$ cat src/hdl/pcwa_pkg.sv
// ----------------------------------------------------------------------------
// pcwa_pkg
// Shared widths, codes and types for the per-channel window average alarm.
// ----------------------------------------------------------------------------
package pcwa_pkg;

    localparam int NODE_ID_W = 10;
    localparam int TEMP_W    = 16;
    localparam int ALARM_W   = 2;
    localparam int CFG_IDX_W = 2;

    localparam logic [ALARM_W-1:0] ALARM_NORMAL = 2'd0;
    localparam logic [ALARM_W-1:0] ALARM_COLD   = 2'd1;
    localparam logic [ALARM_W-1:0] ALARM_HOT    = 2'd2;

    localparam logic [CFG_IDX_W-1:0] CFG_COLD_THRESHOLD = 2'd0;
    localparam logic [CFG_IDX_W-1:0] CFG_HOT_THRESHOLD  = 2'd1;

    localparam logic signed [TEMP_W-1:0] COLD_RESET = 16'sd1280;
    localparam logic signed [TEMP_W-1:0] HOT_RESET  = 16'sd7680;

    typedef struct packed {
        logic [NODE_ID_W-1:0]     node;
        logic signed [TEMP_W-1:0] temp;
        logic                     in_range;
    } t_item;

endpackage

$ cat src/hdl/pcwa_queue.sv
// ----------------------------------------------------------------------------
// pcwa_queue
// Two-entry queue between the front and the back end.
// ----------------------------------------------------------------------------
module pcwa_queue import pcwa_pkg::*; (
    input  logic  i_clk,
    input  logic  i_rst_n,
    input  logic  i_push,
    input  t_item i_item,
    input  logic  i_pop,
    output t_item o_item,
    output logic  o_full,
    output logic  o_empty
);

    t_item       r_mem [2];
    logic        r_wr_ptr;
    logic        r_rd_ptr;
    logic [1:0]  r_cnt;

    assign o_full  = (r_cnt == 2'd2);
    assign o_empty = (r_cnt == 2'd0);
    assign o_item  = r_mem[r_rd_ptr];

    always_ff @(posedge i_clk) begin
        if (i_push) begin
            r_mem[r_wr_ptr] <= i_item;
        end
    end

    always_ff @(posedge i_clk) begin
        if (!i_rst_n) begin
            r_wr_ptr <= 1'b0;
            r_rd_ptr <= 1'b0;
            r_cnt    <= 2'd0;
        end else begin
            if (i_push) begin
                r_wr_ptr <= !r_wr_ptr;
            end
            if (i_pop) begin
                r_rd_ptr <= !r_rd_ptr;
            end
            case ({i_push, i_pop})
                2'b10:   r_cnt <= r_cnt + 2'd1;
                2'b01:   r_cnt <= r_cnt - 2'd1;
                default: r_cnt <= r_cnt;
            endcase
        end
    end

endmodule

$ cat config.mk
export PLATFORM = sky130hd
export DESIGN_NAME = pcwa_queue
export DESIGN_NICKNAME = d
export VERILOG_FILES = /design/src/hdl/pcwa_pkg.sv /design/src/hdl/pcwa_queue.sv
export SDC_FILE = /design/constraint.sdc
export NUM_CORES = 1
export LEC_CHECK = 0
export BUFFER_PORTS_ARGS = -buffer_cell sky130_fd_sc_hd__buf_2
export CORE_AREA = 2 2 66 74
export CTS_CLUSTER_DIAMETER = 100
export DETAILED_ROUTE_END_ITERATION = 8
export DIE_AREA = 0 0 68 76
export PLACE_DENSITY = 0.75
export SLEW_MARGIN = 20
export SYNTH_ARGS = -nofsm -noshare
export SYNTH_HDL_FRONTEND = slang
export SYNTH_SLANG_ARGS = --single-unit
$ cat constraint.sdc
create_clock -name i_clk -period 4.9 [get_ports i_clk]
set_input_delay 0.245 -clock i_clk [delete_from_list [all_inputs] [get_ports i_clk]]
set_output_delay 0.245 -clock i_clk [all_outputs]
set_load 0.03 [all_outputs]
==> results.yml <==
synth:
  synth_seq_cells: 59
  synth_area_leader_cell: "edfxtp_1"
  avgSynthCellArea_um2: 20.4
  syn_nets: 138
  synth.distinct_cells: 17
  syn_inst: 106
  netlist.area_leader.share_pct: 75.1
  ys_warn_count: 0
  synthTopCellsByArea: "edfxtp_1 75%, mux2_2 14%, dfxtp_1 4.6%, and2_1 1.2%, xnor2_1 0.81%"
  ys_async_sr_fraction_pct: 0
  synth_edf_count: 54
  syn-cell-area_um2: 2160
  yosysSeqAreaShare_pct: 79.7
  synth_ff_type: "edfxtp_1"
status:
  status: "finished, final reports clean"
worst_setup_path:
  cp_max_fo: 27
  worstRegToRegCells: 2
  cp.required_ns: 4.66
  cp-end-kind: "output port"
  critPathLaunchType: "register"
  worstSetupPathType: "register to output port"
  worstPathArrival_ns: 1.66
final_layout:
  antennaDiodeCount: 0
  nFillCells: 344
  multi_input_area_um2: 419
  nets: 207
  area_growth_pct: 27.7
  utilization_pct: 61.4
  register_area_um2: 1720
  drive_gt1_share_pct: 58.3
drt:
  drt-initial-drc-count: 25
  wl_mm: 3.45
  drc: 0
  vias: 1116
  wl_per_cell_um: 14.6
  antenna_left: 0
  firstDrtPassIters: 5
  via_per_inst: 4.73
clocking:
  clk-insertion-delay-late_ns: 0.32
  cts_resized: 0
  cts-root-buf: "clkbuf_8"
  clk_pin_slew_worst_paths_ns: 0.06
  postCtsSetupBuffers: 0
  cts_sinks: 59
  cts_made_buffers: 9
  cts_max_path_buffers: 2
  hold_buffers: 0
  cts_tree: "yes"
  htree_num_levels: 3
flow_run:
  drv_cap: 0
timing:
  hold_violations: 0
  setup_tns_ns: 0
  slew_violations: 0
  skew_ns: 0.00456
  max_slew.worst_pin.slew_ns: 0.633
  rsz0062_at_grt: "false"
  post-route-period-util_pct: 38.9
  setup_viol: 0
  min_period_ns: 1.90
  fmax_mhz: 525
  relSlewSlack_pct: 57.8
global_routing:
  grt_overflow_total: 0
  track_usage_pct: 14.5
  grt_pass1_wl_mm: 5.15
  antenna_found_initial: 0
  grt_pass1_vias: 1172
  grt_start_max_net_pins: 28
die:
  die_h_um: 76
  die_w_um: 68
  dieArea_um2: 5170
  start_util_pct: 48.1
  boundaryPins: 60
  fp-row-count: 26
  core_area_um2: 4490
pwr:
  leakage_nw: 1.06
  power.density_nw_per_um2: 453
  ir_drop_mv: 0.351
placement:
  routabilityCongestion: 0.704
  dpl.hpwl_mm: 2.29
  port-buffer-count: 59
worst_hold_path:
  hp-class: "input pin to register"
  hold_depth: 1
==> cell type report <==
type	count	share of cell area [%]
inverter	1	0.136
clock inverter	6	3.77
multi-input combinational	43	15.2
tap	56	2.54
sequential	59	62.5
timing repair buffer	61	11.3
clock buffer	10	4.63
==> Yosys cell counts (all sizes together), types with 2 or more instances <==
library cell,instances
buf,3
mux2,27
nor2,2
edfxtp,54
xnor2,2
and2,4
dfxtp,5
==> logic make-up after synthesis <==
logic type / count (synthesis) / share of synthesized area, %
xor gates and xnor gates: 3 / 1.22
muxes: 27 / 14.1
adders and majority gates: 1 / 0.579
and+or+nand+nor: 9 / 2.49
AOI/OAI and AO/OA: 3 / 0.927
buffers and inverters: 4 / 0.985
DFF: 59 / 79.7
==> per-stage QoR <==
stage / power (mW) / cell area, µm² / instances / worst slack, ns / hold slack (ns)
floorplan: 0.707 / 2160 / 106 / 3.00 / 0.344
global placement: 0.751 / 2520 / 220 / 2.95 / 0.433
detailed placement: 0.756 / 2520 / 220 / 2.93 / 0.437
CTS: 1.26 / 2760 / 236 / 2.56 / 0.0859
global route: 1.30 / 2760 / 236 / 2.91 / 0.0823
finish: 1.25 / 2760 / 236 / 3.00 / 0.108
==> final timing paths <==
path                        to  slack, ns  startpoint
hold / removal    r_mem[1][25]       0.11  i_item[25]
hold reg to reg       r_cnt[1]       0.51    r_cnt[1]
setup reg to reg  r_mem[1][13]       3.70    r_wr_ptr
setup / recovery    o_item[23]       3.00    register
==> flip-flops by register name, summed over array words and instances (netlist names), named ones only <==
register / flops
r_rd_ptr: 1
r_cnt: 2
r_mem: 54
r_wr_ptr: 1
==> per-layer routing <==
| metal | up-vias | wire, µm | share of wire, % | GRT usage, % |
|---|---|---|---|---|
| met2 | 37 | 1830 | 53 | 23.5 |
| met5 | - | 0 | 0 | 0 |
| li1 | 543 | - | - | - |
| met4 | 0 | 23 | 0.67 | 7.20 |
| met1 | 534 | 1370 | 40 | 14.7 |
| met3 | 2 | 219 | 6.3 | 7.98 |
==> power by group <==
part / switching, mW / leakage [nW] / internal [mW]
clock network: 0.170 / 0.118 / 0.334
logic: 0.0890 / 0.395 / 0.0576
registers: 0.0163 / 0.549 / 0.580
==> critical path, cell delays in order (launching register included) <==
cell,delay [ns]
dfxtp_2,0.74
mux2_2,0.42
buf_2,0.18
==> cells in the final DEF, fill, tap and decap left out, drive strengths merged, types with 2 or more instances in the layout <==
cell / n
xnor2: 2
mux2: 27
buf: 61
dfxtp: 5
clkinv: 3
nor2: 2
bufinv: 3
clkbuf: 10
edfxtp: 54
and2: 4
No activity file was read; power rests on OpenSTA's default activity.
